$ cat config.mk
export PLATFORM = sky130hd
export DESIGN_NAME = patch_stream_applier_flat
export DESIGN_NICKNAME = d
export VERILOG_FILES = /design/src/rtl/psa_pkg.sv /design/src/rtl/psa_in_if.sv /design/src/rtl/psa_out_if.sv /design/src/rtl/psa_cfg_if.sv /design/src/rtl/patch_stream_applier.sv /design/src/flat_wrapper.sv
export SDC_FILE = /design/constraint.sdc
export NUM_CORES = 2
export LEC_CHECK = 0
export CAP_MARGIN = 20
export CORE_ASPECT_RATIO = 0.7
export CORE_MARGIN = 1.5
export CORE_UTILIZATION = 35
export DETAILED_ROUTE_END_ITERATION = 10
export DONT_BUFFER_PORTS = 1
export GPL_ROUTABILITY_DRIVEN = 0
export GPL_TIMING_DRIVEN = 0
export HOLD_SLACK_MARGIN = 0.12
export PLACE_DENSITY_LB_ADDON = 0.3
export SLEW_MARGIN = 5
export SYNTH_ARGS = -nofsm -noshare
export SYNTH_HDL_FRONTEND = slang
export SYNTH_SLANG_ARGS = --single-unit
$ cat constraint.sdc
create_clock -name clk -period 11.2 [get_ports clk]
set_input_delay 1.68 -clock clk [delete_from_list [all_inputs] [get_ports clk]]
set_output_delay 1.68 -clock clk [all_outputs]
set_load 0.01 [all_outputs]
$ cat src/rtl/psa_pkg.sv
// Shared types and constants for the patch stream applier.
// Parse phases, status codes, register indexes and header byte positions.
// No dependencies.
`timescale 1ns / 1ps

package psa_pkg;

  // Parse phase, one-hot
  typedef enum logic [3:0] {
    PH_HEADER = 4'b0001,
    PH_ENTRY  = 4'b0010,
    PH_DATA   = 4'b0100,
    PH_DONE   = 4'b1000
  } phase_t;

  // Stream status reported with every result
  typedef enum logic [2:0] {
    ST_BUSY          = 3'd0,
    ST_OK            = 3'd1,
    ST_SHORT_HEADER  = 3'd2,
    ST_BAD_MAGIC     = 3'd3,
    ST_BAD_VERSION   = 3'd4,
    ST_SIZE_MISMATCH = 3'd5,
    ST_TRUNCATED     = 3'd6,
    ST_OUT_OF_RANGE  = 3'd7
  } status_t;

  // Configuration register indexes
  localparam int unsigned CFG_IDX_W = 2;
  localparam logic [CFG_IDX_W-1:0] CFG_MAGIC   = 2'd0;
  localparam logic [CFG_IDX_W-1:0] CFG_VERSION = 2'd1;
  localparam logic [CFG_IDX_W-1:0] CFG_OLD_SIZE = 2'd2;

  // Byte counter width covers the 32-byte header
  localparam int unsigned POS_W = 6;

  // Header: last byte of each little-endian field that is used
  localparam logic [POS_W-1:0] HDR_MAGIC_END   = 6'd3;
  localparam logic [POS_W-1:0] HDR_VERSION_END = 6'd7;
  localparam logic [POS_W-1:0] HDR_OLD_END     = 6'd15;
  localparam logic [POS_W-1:0] HDR_NEW_END     = 6'd23;
  localparam logic [POS_W-1:0] HDR_COUNT_END   = 6'd31;
  // First header position after the new size field
  localparam logic [POS_W-1:0] HDR_NEW_SEEN    = 6'd24;

  // Entry header: 64-bit offset then 32-bit length
  localparam logic [POS_W-1:0] ENT_OFFSET_END  = 6'd7;
  localparam logic [POS_W-1:0] ENT_LENGTH_END  = 6'd11;

endpackage

$ cat src/rtl/psa_in_if.sv
// Patch byte request channel: valid/ready handshake with byte and end marker.
// Depends on nothing.
`timescale 1ns / 1ps

interface psa_in_if;
  logic       valid;
  logic       ready;
  logic [7:0] patch_byte;
  logic       last_byte;

  modport source (output valid, output patch_byte, output last_byte, input ready);
  modport sink   (input valid, input patch_byte, input last_byte, output ready);
endinterface

$ cat src/rtl/psa_out_if.sv
// Result channel: one result request per patch byte, valid/ready handshake.
// Depends on nothing.
`timescale 1ns / 1ps

interface psa_out_if;
  logic        valid;
  logic        ready;
  logic        write_valid;
  logic [63:0] write_offset;
  logic [7:0]  write_byte;
  logic        new_size_valid;
  logic [63:0] new_image_size;
  logic [2:0]  status;

  modport source (output valid, output write_valid, output write_offset,
                  output write_byte, output new_size_valid, output new_image_size,
                  output status, input ready);
  modport sink   (input valid, input write_valid, input write_offset,
                  input write_byte, input new_size_valid, input new_image_size,
                  input status, output ready);
endinterface

$ cat src/rtl/psa_cfg_if.sv
// Configuration write channel: register index and 64-bit write data.
// Depends on nothing.
`timescale 1ns / 1ps

interface psa_cfg_if;
  logic        valid;
  logic        ready;
  logic [1:0]  index;
  logic [63:0] data;

  modport source (output valid, output index, output data, input ready);
  modport sink   (input valid, input index, input data, output ready);
endinterface

$ cat src/rtl/patch_stream_applier.sv
// Top level of the patch stream applier: header check, entry parse, writes.
// Depends on psa_pkg and the psa_in_if, psa_out_if and psa_cfg_if interfaces.
`timescale 1ns / 1ps

// Usage
//   in_chan  : one patch byte per request, last_byte marks the end of a stream.
//   out_chan : exactly one result per patch byte: an optional write into the
//              new image, the new size once known, and the stream status.
//   cfg_chan : writes magic_word (0), format_version (1), old_image_size (2);
//              other indexes are ignored. Always ready; write only when idle.
// Timing
//   A byte is taken into an input register, parsed from there and its result
//   lands in the output register, from which it is offered. One byte per cycle
//   is sustained while out_chan is not stalled; the parse state (field shift
//   register, counters, write pointer) updates once per byte.
// Reset and stalls
//   rst_n (synchronous) clears configuration and parse state; the next byte
//   starts a new stream. While out_chan is stalled the output register holds
//   and the input register still fills once, then in_chan.ready drops.
//   After a last byte the parse state clears; configuration is kept.
module patch_stream_applier (
  input  logic    clk,
  input  logic    rst_n,
  psa_in_if.sink  in_chan,
  psa_out_if.source out_chan,
  psa_cfg_if.sink cfg_chan
);
  import psa_pkg::*;

  // Configuration registers
  logic [31:0] magic_r;
  logic [31:0] version_r;
  logic [63:0] old_size_r;

  // Input register
  logic       in_vld_r;
  logic [7:0] in_byte_r;
  logic       in_last_r;

  // Parse state
  logic [POS_W-1:0] pos_r, pos_nxt;
  logic [63:0] shift_r, shift_nxt;
  phase_t      phase_r, phase_nxt;
  status_t     status_r, status_nxt;
  logic [63:0] img_size_r, img_size_nxt;
  logic [31:0] entries_r, entries_nxt;
  logic [63:0] ent_off_r, ent_off_nxt;
  logic [31:0] data_left_r, data_left_nxt;
  logic [63:0] wptr_r, wptr_nxt;

  // Output register
  logic        out_vld_r;
  logic        wv_r, wv_nxt;
  logic [63:0] wo_r, wo_nxt;
  logic [7:0]  wb_r, wb_nxt;
  logic        nsv_r, nsv_nxt;
  logic [63:0] nsz_r, nsz_nxt;
  status_t     st_r, st_nxt;

  logic        advance;
  logic        step;
  logic [63:0] shifted;
  logic [63:0] room;

  // Pipeline control
  assign advance       = !out_vld_r || out_chan.ready;
  assign step          = in_vld_r && advance;
  assign in_chan.ready = !in_vld_r || advance;
  assign cfg_chan.ready = 1'b1;

  // Configuration writes
  always_ff @(posedge clk) begin
    if (!rst_n) begin
      magic_r    <= '0;
      version_r  <= '0;
      old_size_r <= '0;
    end else if (cfg_chan.valid) begin
      case (cfg_chan.index)
        CFG_MAGIC:    magic_r    <= cfg_chan.data[31:0];
        CFG_VERSION:  version_r  <= cfg_chan.data[31:0];
        CFG_OLD_SIZE: old_size_r <= cfg_chan.data;
        default: ;
      endcase
    end
  end

  // Input register
  always_ff @(posedge clk) begin
    if (!rst_n) begin
      in_vld_r <= 1'b0;
    end else if (in_chan.ready) begin
      in_vld_r <= in_chan.valid;
    end
  end

  always_ff @(posedge clk) begin
    if (in_chan.ready && in_chan.valid) begin
      in_byte_r <= in_chan.patch_byte;
      in_last_r <= in_chan.last_byte;
    end
  end

  // New byte enters the field shift register at the top
  assign shifted = {in_byte_r, shift_r[63:8]};
  // Room left in the new image after the entry offset
  assign room    = img_size_r - ent_off_r;

  // Parse step for one byte
  always_comb begin
    pos_nxt       = pos_r;
    shift_nxt     = shift_r;
    phase_nxt     = phase_r;
    status_nxt    = status_r;
    img_size_nxt  = img_size_r;
    entries_nxt   = entries_r;
    ent_off_nxt   = ent_off_r;
    data_left_nxt = data_left_r;
    wptr_nxt      = wptr_r;
    wv_nxt        = 1'b0;
    wo_nxt        = '0;
    wb_nxt        = '0;

    case (phase_r)
      PH_HEADER: begin
        shift_nxt = shifted;
        pos_nxt   = pos_r + 1'b1;
        case (pos_r)
          HDR_MAGIC_END: begin
            if (shifted[63:32] != magic_r) begin
              phase_nxt  = PH_DONE;
              status_nxt = ST_BAD_MAGIC;
            end
          end
          HDR_VERSION_END: begin
            if (shifted[63:32] != version_r) begin
              phase_nxt  = PH_DONE;
              status_nxt = ST_BAD_VERSION;
            end
          end
          HDR_OLD_END: begin
            if (shifted != old_size_r) begin
              phase_nxt  = PH_DONE;
              status_nxt = ST_SIZE_MISMATCH;
            end
          end
          HDR_NEW_END: img_size_nxt = shifted;
          HDR_COUNT_END: begin
            entries_nxt = shifted[63:32];
            if (shifted[63:32] == 32'd0) begin
              phase_nxt  = PH_DONE;
              status_nxt = ST_OK;
            end else begin
              phase_nxt = PH_ENTRY;
              pos_nxt   = '0;
            end
          end
          default: ;
        endcase
      end
      PH_ENTRY: begin
        shift_nxt = shifted;
        pos_nxt   = pos_r + 1'b1;
        case (pos_r)
          ENT_OFFSET_END: ent_off_nxt = shifted;
          ENT_LENGTH_END: begin
            data_left_nxt = shifted[63:32];
            if (ent_off_r > img_size_r || {32'd0, shifted[63:32]} > room) begin
              phase_nxt  = PH_DONE;
              status_nxt = ST_OUT_OF_RANGE;
            end else if (shifted[63:32] == 32'd0) begin
              // empty entry completes at once
              entries_nxt = entries_r - 1'b1;
              if (entries_r == 32'd1) begin
                phase_nxt  = PH_DONE;
                status_nxt = ST_OK;
              end else begin
                pos_nxt = '0;
              end
            end else begin
              phase_nxt = PH_DATA;
              wptr_nxt  = ent_off_r;
            end
          end
          default: ;
        endcase
      end
      PH_DATA: begin
        wv_nxt        = 1'b1;
        wo_nxt        = wptr_r;
        wb_nxt        = in_byte_r;
        wptr_nxt      = wptr_r + 64'd1;
        data_left_nxt = data_left_r - 1'b1;
        if (data_left_r == 32'd1) begin
          entries_nxt = entries_r - 1'b1;
          if (entries_r == 32'd1) begin
            phase_nxt  = PH_DONE;
            status_nxt = ST_OK;
          end else begin
            phase_nxt = PH_ENTRY;
            pos_nxt   = '0;
          end
        end
      end
      default: ;
    endcase

    // Result fields from the updated state
    case (phase_nxt)
      PH_HEADER: nsv_nxt = (pos_nxt >= HDR_NEW_SEEN);
      PH_ENTRY,
      PH_DATA:   nsv_nxt = 1'b1;
      default:   nsv_nxt = !(status_nxt == ST_BAD_MAGIC || status_nxt == ST_BAD_VERSION ||
                             status_nxt == ST_SIZE_MISMATCH);
    endcase
    nsz_nxt = img_size_nxt;
    st_nxt  = status_nxt;
    if (in_last_r && status_nxt == ST_BUSY) begin
      st_nxt = (phase_nxt == PH_HEADER) ? ST_SHORT_HEADER : ST_TRUNCATED;
    end

    // End of stream clears the parse state
    if (in_last_r) begin
      pos_nxt       = '0;
      shift_nxt     = '0;
      phase_nxt     = PH_HEADER;
      status_nxt    = ST_BUSY;
      img_size_nxt  = '0;
      entries_nxt   = '0;
      ent_off_nxt   = '0;
      data_left_nxt = '0;
      wptr_nxt      = '0;
    end
  end

  // Parse state registers
  always_ff @(posedge clk) begin
    if (!rst_n) begin
      pos_r       <= '0;
      shift_r     <= '0;
      phase_r     <= PH_HEADER;
      status_r    <= ST_BUSY;
      img_size_r  <= '0;
      entries_r   <= '0;
      ent_off_r   <= '0;
      data_left_r <= '0;
      wptr_r      <= '0;
    end else if (step) begin
      pos_r       <= pos_nxt;
      shift_r     <= shift_nxt;
      phase_r     <= phase_nxt;
      status_r    <= status_nxt;
      img_size_r  <= img_size_nxt;
      entries_r   <= entries_nxt;
      ent_off_r   <= ent_off_nxt;
      data_left_r <= data_left_nxt;
      wptr_r      <= wptr_nxt;
    end
  end

  // Output register
  always_ff @(posedge clk) begin
    if (!rst_n) begin
      out_vld_r <= 1'b0;
    end else if (advance) begin
      out_vld_r <= in_vld_r;
    end
  end

  always_ff @(posedge clk) begin
    if (step) begin
      wv_r  <= wv_nxt;
      wo_r  <= wo_nxt;
      wb_r  <= wb_nxt;
      nsv_r <= nsv_nxt;
      nsz_r <= nsz_nxt;
      st_r  <= st_nxt;
    end
  end

  assign out_chan.valid          = out_vld_r;
  assign out_chan.write_valid    = wv_r;
  assign out_chan.write_offset   = wo_r;
  assign out_chan.write_byte     = wb_r;
  assign out_chan.new_size_valid = nsv_r;
  assign out_chan.new_image_size = nsz_r;
  assign out_chan.status         = st_r;

endmodule

$ cat src/flat_wrapper.sv
// flat-port wrapper written by rule: the top's interface ports become plain ports
module patch_stream_applier_flat import psa_pkg::*;
  (clk, rst_n, in_chan_valid, in_chan_patch_byte, in_chan_last_byte, in_chan_ready, out_chan_valid, out_chan_write_valid, out_chan_write_offset, out_chan_write_byte, out_chan_new_size_valid, out_chan_new_image_size, out_chan_status, out_chan_ready, cfg_chan_valid, cfg_chan_index, cfg_chan_data, cfg_chan_ready);
  psa_in_if in_chan_i ();
  psa_out_if out_chan_i ();
  psa_cfg_if cfg_chan_i ();
  input  logic clk;
  input  logic rst_n;
  input wire logic [$bits(in_chan_i.valid)-1:0] in_chan_valid;
  input wire logic [$bits(in_chan_i.patch_byte)-1:0] in_chan_patch_byte;
  input wire logic [$bits(in_chan_i.last_byte)-1:0] in_chan_last_byte;
  output wire logic [$bits(in_chan_i.ready)-1:0] in_chan_ready;
  output wire logic [$bits(out_chan_i.valid)-1:0] out_chan_valid;
  output wire logic [$bits(out_chan_i.write_valid)-1:0] out_chan_write_valid;
  output wire logic [$bits(out_chan_i.write_offset)-1:0] out_chan_write_offset;
  output wire logic [$bits(out_chan_i.write_byte)-1:0] out_chan_write_byte;
  output wire logic [$bits(out_chan_i.new_size_valid)-1:0] out_chan_new_size_valid;
  output wire logic [$bits(out_chan_i.new_image_size)-1:0] out_chan_new_image_size;
  output wire logic [$bits(out_chan_i.status)-1:0] out_chan_status;
  input wire logic [$bits(out_chan_i.ready)-1:0] out_chan_ready;
  input wire logic [$bits(cfg_chan_i.valid)-1:0] cfg_chan_valid;
  input wire logic [$bits(cfg_chan_i.index)-1:0] cfg_chan_index;
  input wire logic [$bits(cfg_chan_i.data)-1:0] cfg_chan_data;
  output wire logic [$bits(cfg_chan_i.ready)-1:0] cfg_chan_ready;
  assign in_chan_i.valid = in_chan_valid;
  assign in_chan_i.patch_byte = in_chan_patch_byte;
  assign in_chan_i.last_byte = in_chan_last_byte;
  assign in_chan_ready = in_chan_i.ready;
  assign out_chan_valid = out_chan_i.valid;
  assign out_chan_write_valid = out_chan_i.write_valid;
  assign out_chan_write_offset = out_chan_i.write_offset;
  assign out_chan_write_byte = out_chan_i.write_byte;
  assign out_chan_new_size_valid = out_chan_i.new_size_valid;
  assign out_chan_new_image_size = out_chan_i.new_image_size;
  assign out_chan_status = out_chan_i.status;
  assign out_chan_i.ready = out_chan_ready;
  assign cfg_chan_i.valid = cfg_chan_valid;
  assign cfg_chan_i.index = cfg_chan_index;
  assign cfg_chan_i.data = cfg_chan_data;
  assign cfg_chan_ready = cfg_chan_i.ready;
  patch_stream_applier u_core (.clk(clk), .rst_n(rst_n), .in_chan(in_chan_i), .out_chan(out_chan_i), .cfg_chan(cfg_chan_i));
endmodule
==> qor.yml <==
status: "complete, no violations"
post_cts_resized: 0
num_vias: 33300
clock.fmax_ghz: 0.129
wl_per_cell_microns: 26.8
synth_area_sq_mm: 0.0336
ys_warn_count: 0
reg2reg_from: "u_core.ent_off_r[10]$_SDFFE_PN0P_"
routed_via_density: 6.13
routed_wl_microns: 146000
syn_inst: 4043
grt_use_total: 0.288
grt_max_degree: 59
worstPathRequired_ns: 11.48
synth_xor_area_frac: 0.0477
hold_path.class: "register to register"
path_cells: "inv_1 -> ha_1 -> buf_2 -> a21oi_1 -> o21ai_1 -> a211oi_1 -> a21boi_0 -> nor2_1 -> o21bai_1 -> a21oi_1 -> xor2_1 -> ha_1 -> nand4_1 -> or3_1 -> o31ai_1 -> nor4b_1 -> nand4_1 -> nor3b_1 -> nand4bb_1 -> nor4b_2 -> a21oi_2 -> a31oi_1 -> nor3b_1 -> o31ai_1"
path_max_fanout: 7
nFillCells: 9530
final_cells: 5436
finClkSkew_ns: 0.0377
h-tree-depth: 3
grt_overflow: 0
drc_errors: 0
clkTransAtPathRegs_ns: 0.06
synth_top_area_cell: "dfxtp_1"
finalMaxSlewViolations: 0
nNetsFinal: 4315
insertion_delay_ns: 0.68
initialDrtViolationCount: 5830
synth_nets: 4226
cts_buffers: 66
cts.sinks: 605
synthAdderAreaFrac: 0.0386
synth.area.top_cells: "dfxtp_1 (27%), edfxtp_1 (13%), nand2_1 (5.5%), a21oi_1 (5.3%), nor2_1 (5.3%)"
ctsRootBufferMaster: "clkbuf_16"
dpl.hpwl_microns: 111000
cts_tree: "built"
drt_first_pass_iters: 8
cts_hold_buffers: 0
place_inst: 5310
slew_headroom: 0.131
powerDensity_mw_per_mm2: 132
grt_pass1_vias: 29900
setup_violations: 0
start_util: 0.355
cap_violations: 0
synth_top_family_by_area: "simple AND/OR/NAND/NOR gates"
finalCriticalPeriod_ns: 7.74
async_flop_share: 0
antenna_found_initial: 12
critical_path_arrival_ns: 8.03
critPathSlowestCell: "o31ai_1"
worst-setup-path-type: "register to register"
worstMarginPinSlew_ns: 1.30
finalCritPeriodShare: 0.691
post_cts_buffers: 0
die_w_microns: 373
hold_violations: 0
die_area_sq_mm: 0.0978
cp-end-kind: "register"
synthSimpleGateAreaFrac: 0.219
syn_to_final_growth_pct: 12.3
drive_gt1_frac: 0.0722
rsz0062_at_grt: "false"
ir_drop_v: 0.0000802
core_area_sq_mm: 0.0944
p_leak_nw: 13.4
synthFlopType: "dfxtp_1"
min_from: "u_core.old_size_r[25]$_SDFFE_PN0P_"
cts.path.max_buffers: 3
rows: 94
synth_seq_cells: 605
synth_edf_count: 150
layout_commonest_cell: "nand2_1"
synth.mux.area_fraction: 0.0248
final_cell_mix: "nand2_1 (496), nor2_1 (475), dfxtp_1 (455)"
critical_path.startpoint: "u_core.ent_off_r[10]$_SDFFE_PN0P_"
synth_compound_area_frac: 0.216
ant_nets: 0
slowest_delay_ns: 0.94
port_buffers: 0
top_level_ports: 224
setup_tns_ns: 0
synth_top_area_frac: 0.271
chipHeight_microns: 262
critPathLaunchType: "register"
yosys.cell_types.count: 100
syn_avg_cell_area_sq_um: 8.30
grt_pass1_wl_microns: 209000
ys_seq_area_frac: 0.406
[state kept, by name (all words and copies together) (netlist names)]
signal and count:
u_core.data_left_r 32, u_core.ent_off_r 64, u_core.entries_r 32, u_core.img_size_r 64, u_core.in_byte_r 8, u_core.in_last_r 1
u_core.in_vld_r 1, u_core.magic_r 32, u_core.old_size_r 64, u_core.out_chan.new_image_size 64, u_core.out_chan.new_size_valid 1, u_core.out_chan.status 3
u_core.out_chan.valid 1, u_core.out_chan.write_byte 8, u_core.out_chan.write_offset 64, u_core.out_chan.write_valid 1, u_core.phase_r 4, u_core.pos_r 6
u_core.shift_r 56, u_core.status_r 3, u_core.version_r 32, u_core.wptr_r 64
[metal layers]
layer	up-vias	routed length (microns)	GRT usage
met5	-	25	0
met4	4	4900	0.0878
met3	335	23800	0.130
met2	2279	54600	0.382
met1	15900	62500	0.410
li1	14800	-	-
[per-stage QoR]
step / hold slack, ns / power [mW] / utilization / cell area, sq um / worst slack, ns
after CTS: 0.467 / 4.99 / 0.399 / 37700 / 3.93
final: 0.467 / 4.97 / 0.399 / 37700 / 3.46
after floorplan: 0.445 / 2.58 / - / 33600 / 4.47
after detailed placement: 0.459 / 2.72 / 0.375 / 35400 / 3.95
after global routing: 0.483 / 5.11 / 0.399 / 37700 / 3.41
after global placement: 0.454 / 2.72 / 0.372 / 35100 / 1.40
[kinds of logic after synthesis]
logic type	after synthesis
AND/OR/NAND/NOR	1563
AO/OA/AOI/OAI	1111
flip-flops	605
buffers and inverters	402
XOR/XNOR	183
adder cells (fa/ha/maj)	103
multiplexers	75
other	1
[layout make-up]
type	instances	area, sq um	share of cell area
Clock inverter	35	365	0.00969
Tap cell	1248	1560	0.0414
Inverter	94	353	0.00936
Timing Repair Buffer	21	300	0.00797
Multi-Input combinational cell	3036	18400	0.488
Clock buffer	85	1860	0.0493
Buffer	308	1250	0.0332
Antenna cell	4	10.0	0.000266
Sequential cell	605	13600	0.361
[critical path, delay by kind of cell (launching register included)]
kind	cells	cell delay (ns)
XOR/XNOR	1	0.24
buffers and inverters	2	0.27
AO/OA/AOI/OAI	10	3.18
AND/OR/NAND/NOR	9	2.31
flip-flops	1	0.76
adder cells (fa/ha/maj)	2	0.59
[synth_stat cells, drive strengths merged, types with 92 or more instances]
library cell    n
a21oi         361
a22oi         181
clkbuf        244
dfxtp         455
edfxtp        150
ha            102
inv            92
nand2         498
nor2          476
nor3           93
o21ai         179
xnor2         114
[power by group]
group          switching, mW  internal [mW]  leakage, nW  total (mW)
logic                  0.264         0.0909         7.26       0.355
registers             0.0495           2.29         5.01        2.34
clock network           1.01           1.27         1.10        2.28
total                   1.33           3.64         13.4        4.97
[final timing paths]
kind | to | slack (ns) | cells past startpoint
worst max-delay path | u_core.out_chan.new_size_valid$_DFFE_PP_ | 3.46 | 24
worst min-delay path | u_core.old_size_r[25]$_SDFFE_PN0P_ | 0.47 | 2
worst max register to register | u_core.out_chan.new_size_valid$_DFFE_PP_ | 3.46 | 24
worst min register to register | u_core.old_size_r[25]$_SDFFE_PN0P_ | 0.47 | 2
Power figures use the tool's default switching activity.
